$ cat config.mk
export PLATFORM = sky130hd
export DESIGN_NAME = timed_note_delay_queue_flat
export DESIGN_NICKNAME = d
export VERILOG_FILES = /design/src/rtl/tndq_pkg.sv /design/src/rtl/tndq_req_if.sv /design/src/rtl/tndq_evt_if.sv /design/src/rtl/tndq_ring_mem.sv /design/src/rtl/tndq_out_stage.sv /design/src/rtl/timed_note_delay_queue.sv /design/src/flat_wrapper.sv
export SDC_FILE = /design/constraint.sdc
export NUM_CORES = 1
export LEC_CHECK = 0
export ABC_AREA = 1
export BUFFER_PORTS_ARGS = -buffer_cell sky130_fd_sc_hd__buf_2
export CORE_MARGIN = 1
export CORE_UTILIZATION = 24
export DETAILED_ROUTE_END_ITERATION = 16
export SYNTH_ARGS = -nofsm -noshare
export SYNTH_HDL_FRONTEND = slang
export SYNTH_SLANG_ARGS = --single-unit
$ cat constraint.sdc
create_clock -name clk -period 10.9 [get_ports clk]
set_clock_uncertainty 0.05 [all_clocks]
set_input_delay 0.545 -clock clk [delete_from_list [all_inputs] [get_ports clk]]
set_output_delay 0.545 -clock clk [all_outputs]
set_load 0.005 [all_outputs]
$ cat src/rtl/tndq_pkg.sv
// tndq_pkg: shared types and constants of the timed note delay queue
// no dependencies; imported by tndq_out_stage and timed_note_delay_queue
package tndq_pkg;

    localparam logic [7:0] TYPE_NOTE_ON  = 8'h90;
    localparam logic [7:0] TYPE_NOTE_OFF = 8'h80;

    typedef enum logic [1:0] {
        KIND_OFF  = 2'd0,
        KIND_ON   = 2'd1,
        KIND_FULL = 2'd2
    } event_kind_t;

    // one result item as it travels from the control logic to the output stage
    typedef struct packed {
        event_kind_t kind;
        logic [4:0]  chan;
        logic [7:0]  note;
        logic [7:0]  velocity;
    } evt_t;

endpackage

$ cat src/rtl/tndq_req_if.sv
// tndq_req_if: request channel (enqueue or tick) with valid/ready handshake
// standalone interface, no package dependency
interface tndq_req_if;
    logic        valid;
    logic        ready;
    logic        req_type;
    logic [7:0]  message_type;
    logic [3:0]  chan;
    logic [7:0]  first_data;
    logic [7:0]  second_data;
    logic [31:0] delay_amount;

    modport source (
        output valid, req_type, message_type, chan, first_data, second_data, delay_amount,
        input  ready
    );
    modport sink (
        input  valid, req_type, message_type, chan, first_data, second_data, delay_amount,
        output ready
    );
endinterface

$ cat src/rtl/tndq_evt_if.sv
// tndq_evt_if: result channel (released note or dropped enqueue) with valid/ready
// standalone interface, no package dependency
interface tndq_evt_if;
    logic       valid;
    logic       ready;
    logic [1:0] event_kind;
    logic [4:0] chan_out;
    logic [7:0] note_out;
    logic [7:0] velocity_out;

    modport source (
        output valid, event_kind, chan_out, note_out, velocity_out,
        input  ready
    );
    modport sink (
        input  valid, event_kind, chan_out, note_out, velocity_out,
        output ready
    );
endinterface

$ cat src/rtl/tndq_ring_mem.sv
// tndq_ring_mem: single-port-write, registered-read ring storage
// no package dependency; used by timed_note_delay_queue
module tndq_ring_mem #(
    parameter int DEPTH = 16,
    parameter int WIDTH = 60
) (
    input  logic                     clk,
    input  logic                     wr_en,
    input  logic [$clog2(DEPTH)-1:0] wr_addr,
    input  logic [WIDTH-1:0]         wr_data,
    input  logic                     rd_en,
    input  logic [$clog2(DEPTH)-1:0] rd_addr,
    output logic [WIDTH-1:0]         rd_data
);

    logic [WIDTH-1:0] mem [DEPTH];
    logic [WIDTH-1:0] rd_data_reg;

    always_ff @(posedge clk)
    begin
        if (wr_en)
        begin
            mem[wr_addr] <= wr_data;
        end
        if (rd_en)
        begin
            rd_data_reg <= mem[rd_addr];
        end
    end

    assign rd_data = rd_data_reg;

endmodule

$ cat src/rtl/tndq_out_stage.sv
// tndq_out_stage: output register that decouples result delivery from the queue logic
// depends on tndq_pkg and tndq_evt_if
module tndq_out_stage (
    input  logic           clk,
    input  logic           rst_n,
    input  logic           push,
    input  tndq_pkg::evt_t push_data,
    output logic           can_take,
    tndq_evt_if.source     evt
);
    import tndq_pkg::*;

    logic valid_reg;
    logic valid_next;
    evt_t data_reg;

    // free when empty or when the held item leaves this cycle
    assign can_take = !valid_reg || evt.ready;

    always_comb
    begin
        valid_next = valid_reg;
        if (evt.ready)
        begin
            valid_next = 1'b0;
        end
        if (push && can_take)
        begin
            valid_next = 1'b1;
        end
    end

    always_ff @(posedge clk or negedge rst_n)
    begin
        if (!rst_n)
        begin
            valid_reg <= 1'b0;
        end
        else
        begin
            valid_reg <= valid_next;
        end
    end

    always_ff @(posedge clk)
    begin
        if (push && can_take)
        begin
            data_reg <= push_data;
        end
    end

    assign evt.valid        = valid_reg;
    assign evt.event_kind   = data_reg.kind;
    assign evt.chan_out     = data_reg.chan;
    assign evt.note_out     = data_reg.note;
    assign evt.velocity_out = data_reg.velocity;

endmodule

$ cat src/rtl/timed_note_delay_queue.sv
// timed_note_delay_queue: top level of the timestamped note delay queue
// depends on tndq_pkg, tndq_req_if, tndq_evt_if, tndq_ring_mem, tndq_out_stage
//
// A first-in first-out ring of QUEUE_DEPTH delayed music messages held in one
// synchronous memory. An enqueue item writes type, channel, both data bytes and
// a due time (tick counter plus delay, wrapping at TIME_BITS bits) at the tail
// slot in the cycle it is accepted; a full ring drops it and reports an item
// with event kind "full" and zero payload. A tick item advances the tick
// counter and, if the ring holds anything, reads the head entry; in the next
// cycle the due time is compared unsigned against the counter, and a due head
// is popped. Note-on and note-off entries give a result item with a one-based
// channel, other types leave silently. At most one entry leaves per tick.
// An enqueue that is stored and a tick on an empty ring keep the input ready;
// a tick whose head is not yet due or leaves silently passes the check state
// (memory read), a dropped enqueue the pending state (hand-off to the output
// register), and a tick that releases a note both, check then pending. The
// output register lets new items enter while a result still waits for the
// consumer; a further result holds the input until the waiting one is taken.
// Memory contents need no reset: only entries between head and tail are ever
// read.
module timed_note_delay_queue #(
    parameter int QUEUE_DEPTH = 16,
    parameter int TIME_BITS   = 32
) (
    input  logic       clk,
    input  logic       rst_n,
    tndq_req_if.sink   req,
    tndq_evt_if.source evt
);
    import tndq_pkg::*;

    localparam int IDX_W   = $clog2(QUEUE_DEPTH);
    localparam int CNT_W   = $clog2(QUEUE_DEPTH + 1);
    localparam int ENTRY_W = 8 + 4 + 8 + 8 + TIME_BITS;

    localparam logic [IDX_W-1:0] LAST_IDX = IDX_W'(QUEUE_DEPTH - 1);
    localparam logic [CNT_W-1:0] FULL_CNT = CNT_W'(QUEUE_DEPTH);

    typedef enum logic [1:0] {
        ST_IDLE,   // waiting for an item
        ST_CHECK,  // head entry arrives from memory, compare due time
        ST_PEND    // result waits for the output register
    } state_t;

    state_t               state_reg;
    state_t               state_next;
    logic [IDX_W-1:0]     head_reg;
    logic [IDX_W-1:0]     head_next;
    logic [IDX_W-1:0]     tail_reg;
    logic [IDX_W-1:0]     tail_next;
    logic [CNT_W-1:0]     count_reg;
    logic [CNT_W-1:0]     count_next;
    logic [TIME_BITS-1:0] tick_reg;
    logic [TIME_BITS-1:0] tick_next;
    evt_t                 pend_reg;
    evt_t                 pend_next;

    logic                 accept;
    logic                 is_full;
    logic                 mem_wr_en;
    logic [ENTRY_W-1:0]   mem_wr_data;
    logic                 mem_rd_en;
    logic [ENTRY_W-1:0]   mem_rd_data;
    logic                 out_push;
    logic                 out_can_take;

    // fields of the head entry as read back
    logic [7:0]           head_type;
    logic [3:0]           head_chan;
    logic [7:0]           head_d1;
    logic [7:0]           head_d2;
    logic [TIME_BITS-1:0] head_due;
    logic                 head_is_note;

    assign req.ready = (state_reg == ST_IDLE);
    assign accept    = req.valid && req.ready;
    assign is_full   = (count_reg == FULL_CNT);

    // entry layout: type, channel, note, velocity, due time
    assign mem_wr_data = {req.message_type, req.chan, req.first_data, req.second_data,
                          tick_reg + TIME_BITS'(req.delay_amount)};
    assign mem_wr_en   = accept && !req.req_type && !is_full;
    assign mem_rd_en   = accept && req.req_type && (count_reg != '0);

    assign {head_type, head_chan, head_d1, head_d2, head_due} = mem_rd_data;
    assign head_is_note = (head_type == TYPE_NOTE_ON) || (head_type == TYPE_NOTE_OFF);

    assign out_push = (state_reg == ST_PEND);

    always_comb
    begin
        state_next = state_reg;
        head_next  = head_reg;
        tail_next  = tail_reg;
        count_next = count_reg;
        tick_next  = tick_reg;
        pend_next  = pend_reg;

        unique case (state_reg)
            ST_IDLE:
            begin
                if (accept)
                begin
                    if (req.req_type)
                    begin
                        // tick: counter moves first, then the head is checked
                        tick_next = tick_reg + TIME_BITS'(1);
                        if (count_reg != '0)
                        begin
                            state_next = ST_CHECK;
                        end
                    end
                    else if (is_full)
                    begin
                        // dropped enqueue, report with zero payload
                        pend_next.kind     = KIND_FULL;
                        pend_next.chan     = '0;
                        pend_next.note     = '0;
                        pend_next.velocity = '0;
                        state_next         = ST_PEND;
                    end
                    else
                    begin
                        tail_next  = (tail_reg == LAST_IDX) ? '0 : tail_reg + IDX_W'(1);
                        count_next = count_reg + CNT_W'(1);
                    end
                end
            end
            ST_CHECK:
            begin
                state_next = ST_IDLE;
                if (tick_reg >= head_due)
                begin
                    head_next  = (head_reg == LAST_IDX) ? '0 : head_reg + IDX_W'(1);
                    count_next = count_reg - CNT_W'(1);
                    if (head_is_note)
                    begin
                        pend_next.kind     = (head_type == TYPE_NOTE_ON) ? KIND_ON : KIND_OFF;
                        pend_next.chan     = {1'b0, head_chan} + 5'd1;
                        pend_next.note     = head_d1;
                        pend_next.velocity = head_d2;
                        state_next         = ST_PEND;
                    end
                end
            end
            ST_PEND:
            begin
                // leave once the output register has taken the item
                if (out_can_take)
                begin
                    state_next = ST_IDLE;
                end
            end
            default:
            begin
                state_next = ST_IDLE;
            end
        endcase
    end

    always_ff @(posedge clk or negedge rst_n)
    begin
        if (!rst_n)
        begin
            state_reg <= ST_IDLE;
            head_reg  <= '0;
            tail_reg  <= '0;
            count_reg <= '0;
            tick_reg  <= '0;
            pend_reg  <= '0;
        end
        else
        begin
            state_reg <= state_next;
            head_reg  <= head_next;
            tail_reg  <= tail_next;
            count_reg <= count_next;
            tick_reg  <= tick_next;
            pend_reg  <= pend_next;
        end
    end

    tndq_ring_mem #(
        .DEPTH (QUEUE_DEPTH),
        .WIDTH (ENTRY_W)
    ) u_ring_mem (
        .clk     (clk),
        .wr_en   (mem_wr_en),
        .wr_addr (tail_reg),
        .wr_data (mem_wr_data),
        .rd_en   (mem_rd_en),
        .rd_addr (head_reg),
        .rd_data (mem_rd_data)
    );

    tndq_out_stage u_out_stage (
        .clk       (clk),
        .rst_n     (rst_n),
        .push      (out_push),
        .push_data (pend_reg),
        .can_take  (out_can_take),
        .evt       (evt)
    );

endmodule
$ cat src/flat_wrapper.sv
// flat-port wrapper written by rule: the top's interface ports become plain ports
module timed_note_delay_queue_flat import tndq_pkg::*;
#(
    parameter int QUEUE_DEPTH = 16,
    parameter int TIME_BITS   = 32
)
  (clk, rst_n, req_valid, req_req_type, req_message_type, req_chan, req_first_data, req_second_data, req_delay_amount, req_ready, evt_valid, evt_event_kind, evt_chan_out, evt_note_out, evt_velocity_out, evt_ready);
  tndq_req_if req_i ();
  tndq_evt_if evt_i ();
  input  logic clk;
  input  logic rst_n;
  input wire logic [$bits(req_i.valid)-1:0] req_valid;
  input wire logic [$bits(req_i.req_type)-1:0] req_req_type;
  input wire logic [$bits(req_i.message_type)-1:0] req_message_type;
  input wire logic [$bits(req_i.chan)-1:0] req_chan;
  input wire logic [$bits(req_i.first_data)-1:0] req_first_data;
  input wire logic [$bits(req_i.second_data)-1:0] req_second_data;
  input wire logic [$bits(req_i.delay_amount)-1:0] req_delay_amount;
  output wire logic [$bits(req_i.ready)-1:0] req_ready;
  output wire logic [$bits(evt_i.valid)-1:0] evt_valid;
  output wire logic [$bits(evt_i.event_kind)-1:0] evt_event_kind;
  output wire logic [$bits(evt_i.chan_out)-1:0] evt_chan_out;
  output wire logic [$bits(evt_i.note_out)-1:0] evt_note_out;
  output wire logic [$bits(evt_i.velocity_out)-1:0] evt_velocity_out;
  input wire logic [$bits(evt_i.ready)-1:0] evt_ready;
  assign req_i.valid = req_valid;
  assign req_i.req_type = req_req_type;
  assign req_i.message_type = req_message_type;
  assign req_i.chan = req_chan;
  assign req_i.first_data = req_first_data;
  assign req_i.second_data = req_second_data;
  assign req_i.delay_amount = req_delay_amount;
  assign req_ready = req_i.ready;
  assign evt_valid = evt_i.valid;
  assign evt_event_kind = evt_i.event_kind;
  assign evt_chan_out = evt_i.chan_out;
  assign evt_note_out = evt_i.note_out;
  assign evt_velocity_out = evt_i.velocity_out;
  assign evt_i.ready = evt_ready;
  timed_note_delay_queue #(.QUEUE_DEPTH(QUEUE_DEPTH), .TIME_BITS(TIME_BITS)) u_core (.clk(clk), .rst_n(rst_n), .req(req_i), .evt(evt_i));
endmodule
## Word-level counts from Yosys, hierarchy flattened

Memory sizes are Yosys's and may differ from the RTL's. A register that Yosys moved wholly into a read port is not among the register bits.
Index checks and enable logic that the tools add are counted.
W data, S select, Z words.

| cells by class | value |
|---|---|
| add/subtract/negate cells | 7 |
| order comparisons | 1 |
| equal/unequal tests | 16 |
| multiplexer cells | 26 |
| bitwise logic cells | 2 |
| reductions and logical operators | 21 |

Operators by type and width:

| kind | number |
|---|---|
| $mux W23 | 5 |
| $pmux W23 S2 | 1 |
| $add A32 B1 Y32 const B | 1 |
| $add A32 B32 Y32 | 1 |
| $ge A32 B32 Y1 | 1 |
| $mux W5 | 4 |
| $eq A8 B8 Y1 const B | 2 |
| $mux W2 | 7 |
| $pmux W5 S2 | 1 |
| $add A4 B1 Y4 const B | 2 |
| $eq A4 B4 Y1 const B | 2 |
| $mux W4 | 2 |
| $ne A2 B2 Y1 const B | 4 |
| $reduce_and A4 Y1 | 2 |
| $logic_and A1 B1 Y1 | 6 |
| $ne A2 B1 Y1 const B | 3 |
| $ne A3 B3 Y1 const B | 2 |
| $pmux W2 S3 | 1 |
| $reduce_and A6 Y1 | 1 |
| $add A4 B1 Y5 const B | 1 |
| $add A5 B1 Y5 const B | 1 |
| $eq A5 B5 Y1 const B | 1 |
| $mux W1 | 5 |
| $reduce_and A5 Y1 | 1 |
| 11 further kinds | 16 |

| storage, ports and cells | value |
|---|---|
| flip-flop bits (word level) | 94 |
| bits in writable memories | 960 |
| output and inout port bits | 25 |
| memories kept | 1 |

Memories:

| name | depth | width | rd ports | clocked after Yosys merged registers in | wr ports | RTL line | source |
|---|---|---|---|---|---|---|---|
| u_core.u_ring_mem.mem | 16 | 60 | 1 | 1 | 1 | tndq_ring_mem.sv:16 | `logic [WIDTH-1:0] mem [DEPTH];` |

## Depth between registers and ports, before layout

| depth | value |
|---|---|
| depth after elaboration | 6 |
| mapped depth | 17 |
| mapped depth without buffers | 16 |

## By module

A second synthesis with hierarchy kept.

| second synthesis, totals | value |
|---|---|
| cell total of the unflattened synthesis | 4860 |
| area total of the unflattened synthesis | 49822.8 um^2 |

Modules (own cells, without submodules):

| module | times used | cells an instance | area each (um^2) | seq. area each (um^2) |
|---|---|---|---|---|
| tndq_ring_mem | 1 | 3950 | 42813.6 | 30629.4 |
| timed_note_delay_queue | 1 | 881 | 6273.5 | 1751.7 |
| tndq_out_stage | 1 | 29 | 735.7 | 715.7 |

## Worst setup path after synthesis

Ideal clock, no wire load.

| path | value |
|---|---|
| kind | flip-flop to flip-flop |
| start | register u_core.count_reg[0] |
| end | register u_core.u_ring_mem.rd_data_reg[0], in the netlist u_core.u_ring_mem.rd_data[0] (read register of u_core.u_ring_mem.mem) (enable) |
| arrival time | 6582 ps |
| required time | 10224 ps |
| path slack | 3642 ps |
| stages on the path, launching flop included | 8 |
| buffers on the path | 0 |
| clock period less this slack | 7258 ps |
| cell sequence | dfrtp_1 inv_1 nand3_1 inv_1 nand2_1 o211ai_1 nand3_1 nor4_1 |

| between the ends | value |
|---|---|
| word-level cells in the longest chain between the ends | 2 |

RTL lines:

| item | RTL line | source |
|---|---|---|
| start, declared | timed_note_delay_queue.sv:51 | `logic [CNT_W-1:0] count_reg;` |
| start signal, assigned | timed_note_delay_queue.sv:177 | `count_reg <= count_next;` |
| $reduce_bool A5 Y1 | timed_note_delay_queue.sv:83 | `assign mem_rd_en = accept && req.req_type && (count_reg != '0);` |
| $logic_and A1 B1 Y1 | timed_note_delay_queue.sv:83 |  |
| via u_core.mem_rd_en | timed_note_delay_queue.sv:62 | `logic mem_rd_en;` |
| end, declared | tndq_ring_mem.sv:17 | `logic [WIDTH-1:0] rd_data_reg;` |

The timed path passes the listed nets, and every way through them passes these cells.
A chain may end at the register's enable or synchronous reset.

==> reports/summary.txt <==
H-tree Lvls: 3
Num Clock Sinks: 1114
Min-delay worst type: input port to flop
RD Place Congestion: 0.840
Root buffer cell: clkbuf_16
Grt ovf: 0
Port buffer count: 89
Clock Pin Slew Worst Setup and Hold Paths: 0.06 ns
Setup TNS: 0 ns
Number of synthesized flops with an enable pin: 1043
Worst Tran Pin Value: 1.25 ns
Synth Warn #: 0
1st-iter DRT viols: 3000
Top cell by count, worst path: nand2_1
Largest stage delay, worst path: 0.95 ns
# hold bufs at CTS: 2
Vias in the first global route: 28600
Power Dens Cells: 232 nW/um^2
Average wire per standard cell: 20.5 um
Setup Fix Bufs, Post-CTS: 0
Clk_lat worst skew: 0.72 ns
Area share of the largest cell type after synthesis: 68.6%
Filler instances: 19000
#FFs+latches synth: 1114
Final setup viols: 0
Post-synth top area cell: edfxtp_1
Most common cell in the netlist: edfxtp_1
Max cap viols: 0
Setup crit end kind: flop
Slew Viols, Final: 0
Initial antenna violation count: 25
First-pass GRT wire length: 189000 um
Cell family with most CP delay: buffers and inverters
Core region area: 188000 um^2
Final hold vios: 0
Max VDD drop: 0.189 mV
Syn Nets: 3765
# IOs: 90
Crit path kind: flop to flop
Largest net degree at the start of global routing: 230
Data arrival, critical path: 5.14 ns
Status: finished, final reports clean
RSZ-0062 raised after global routing: no
Cells after Synth: 3625
Leakage: 18.4 nW
Die H: 438 um
Post-detail-place hpwl: 67900 um
GRT Util Overall: 13.0%
Initial core utilization: 24.2%
Max Root-Sink Buffers: 3
Worst slew margin: 15.9%
Commonest cells post-synth: 1043 x edfxtp_1, 653 x nand2_1, 349 x nor2_1
Synth async-reset ratio: 6.37%
Vias/cell: 4.69
Post-DRT Antenna Nets: 0
WHS: 0.144 ns
Post-synthesis cell type count: 48
Final WL: 129000 um
Clock buffer count from CTS: 112
Fin crit period: 4.62 ns
Buf/Inv on CP: 3
Slowest stage cell, crit path: buf_4
Post-Syn Area: 45700 um^2
Layout cells sized above 1: 9.31%
Area grow syn2layout: 15.3%
Worst EP required: 11.42 ns
Max FFs per register: 960
CP max FO: 215
Drt pass-1 iters: 6
Die width: 438 um
Layout Nets: 3821
Synth area leaders: edfxtp_1 69%, nand2_1 5.4%, dfrtp_1 3.9%, o21ai_0 3.3%, nor2_1 2.9%
Remaining DRCs: 0
Max Freq: 216 MHz
Die area: 192000 um^2
Via count: 29400
Fin crit share: 42.4%
Critical-path cell list: inv_8 > buf_4 > buf_12 > nand2_1 > a221oi_1 > o21ai_0 > nand2_1
Seq/Total Area, Yosys: 72.4%
Synth Area per Inst: 12.6 um^2
Core Rows: 159
Most used flip-flop cell after synthesis: edfxtp_1
TritonCTS clock tree: done
Startpoint Class: flop
Post-CTS sizing: 0
==> layer usage <==
metal | up-vias | GRT usage, % | routed length (um)
met5 | - | 0 | 113
met4 | 18 | 4.56 | 4230
met3 | 274 | 2.18 | 8630
met2 | 1081 | 21.9 | 62500
met1 | 14700 | 16.8 | 53200
li1 | 13400 | - | -
==> tightest hold or removal path, stage by stage <==
cell and delay, ns:
buf_2 0.13, inv_1 0.13, nor4_1 0.07
==> path summary, 6_finish.rpt <==
kind                                startpoint                                    to  slack [ns]  cells after the start
setup / recovery            u_core.head_reg[0]          u_core.u_ring_mem.rd_data[7]        6.28                      7
hold / removal                    req_req_type                   u_core.state_reg[0]        0.14                      3
setup reg to reg            u_core.head_reg[0]          u_core.u_ring_mem.rd_data[7]        6.28                      7
hold reg to reg            u_core.pend_reg[22]  u_core.u_out_stage.evt.event_kind[1]        0.40                      0
max in group asynchronous                rst_n                   u_core.tick_reg[20]        9.40                      3
min in group asynchronous                rst_n                    u_core.pend_reg[7]        0.21                      2
==> report_power, final <==
group / switching (mW) / leakage [nW] / internal, mW
Clock: 1.65 / 1.79 / 2.25
Combinational: 2.07 / 6.21 / 0.746
Sequential: 0.250 / 10.4 / 5.24
==> cells by family after synthesis <==
kind of cell	Yosys count	share of synthesized area, %
DFF	1114	72.4
adders and majority gates	75	2.09
and+or+nand+nor	1252	11.4
AOI/OAI and AO/OA	771	9.81
buffers and inverters	356	3.13
xor gates and xnor gates	57	1.09
==> through the flow <==
stage,cell area (um^2),cells,setup WS (ns),power [mW],util (%)
global route,52700,6266,6.06,12.7,28.0
global placement,49000,6060,6.57,8.33,26.0
finish,52700,6268,6.28,12.2,28.0
floorplan,45700,3625,3.64,7.32,-
detailed placement,49000,6060,6.49,8.39,26.0
CTS,52700,6265,6.46,12.3,28.0
==> cell type report <==
class | instances | area [um^2] | share of cell area, %
inverter | 163 | 622 | 1.18
timing repair buffer | 135 | 823 | 1.56
clock buffer | 132 | 2940 | 5.58
sequential | 1114 | 33100 | 62.9
clock inverter | 71 | 741 | 1.41
multi-input combinational | 2155 | 11300 | 21.5
tap | 2495 | 3120 | 5.93
antenna | 3 | 7.51 | 0.0143
==> placed cells by master, fill, tap and decap left out, drive strengths merged, types with 3 or more instances in the layout <==
cell / count
edfxtp: 1043
nand2: 656
nor2: 355
o21ai: 354
a21oi: 190
inv: 166
nand3: 160
buf: 133
clkbuf: 132
o22ai: 74
a221oi: 74
ha: 73
dfrtp: 71
nand4: 59
clkinv: 47
o221ai: 46
xor2: 34
xnor2: 23
bufinv: 14
nor3: 13
o21bai: 12
a31oi: 7
clkinvlp: 7
a21boi: 5
nor4: 4
diode: 3
a21o: 3
o21a: 3
o211ai: 3
Note: power is estimated with default switching activity, not from simulation.
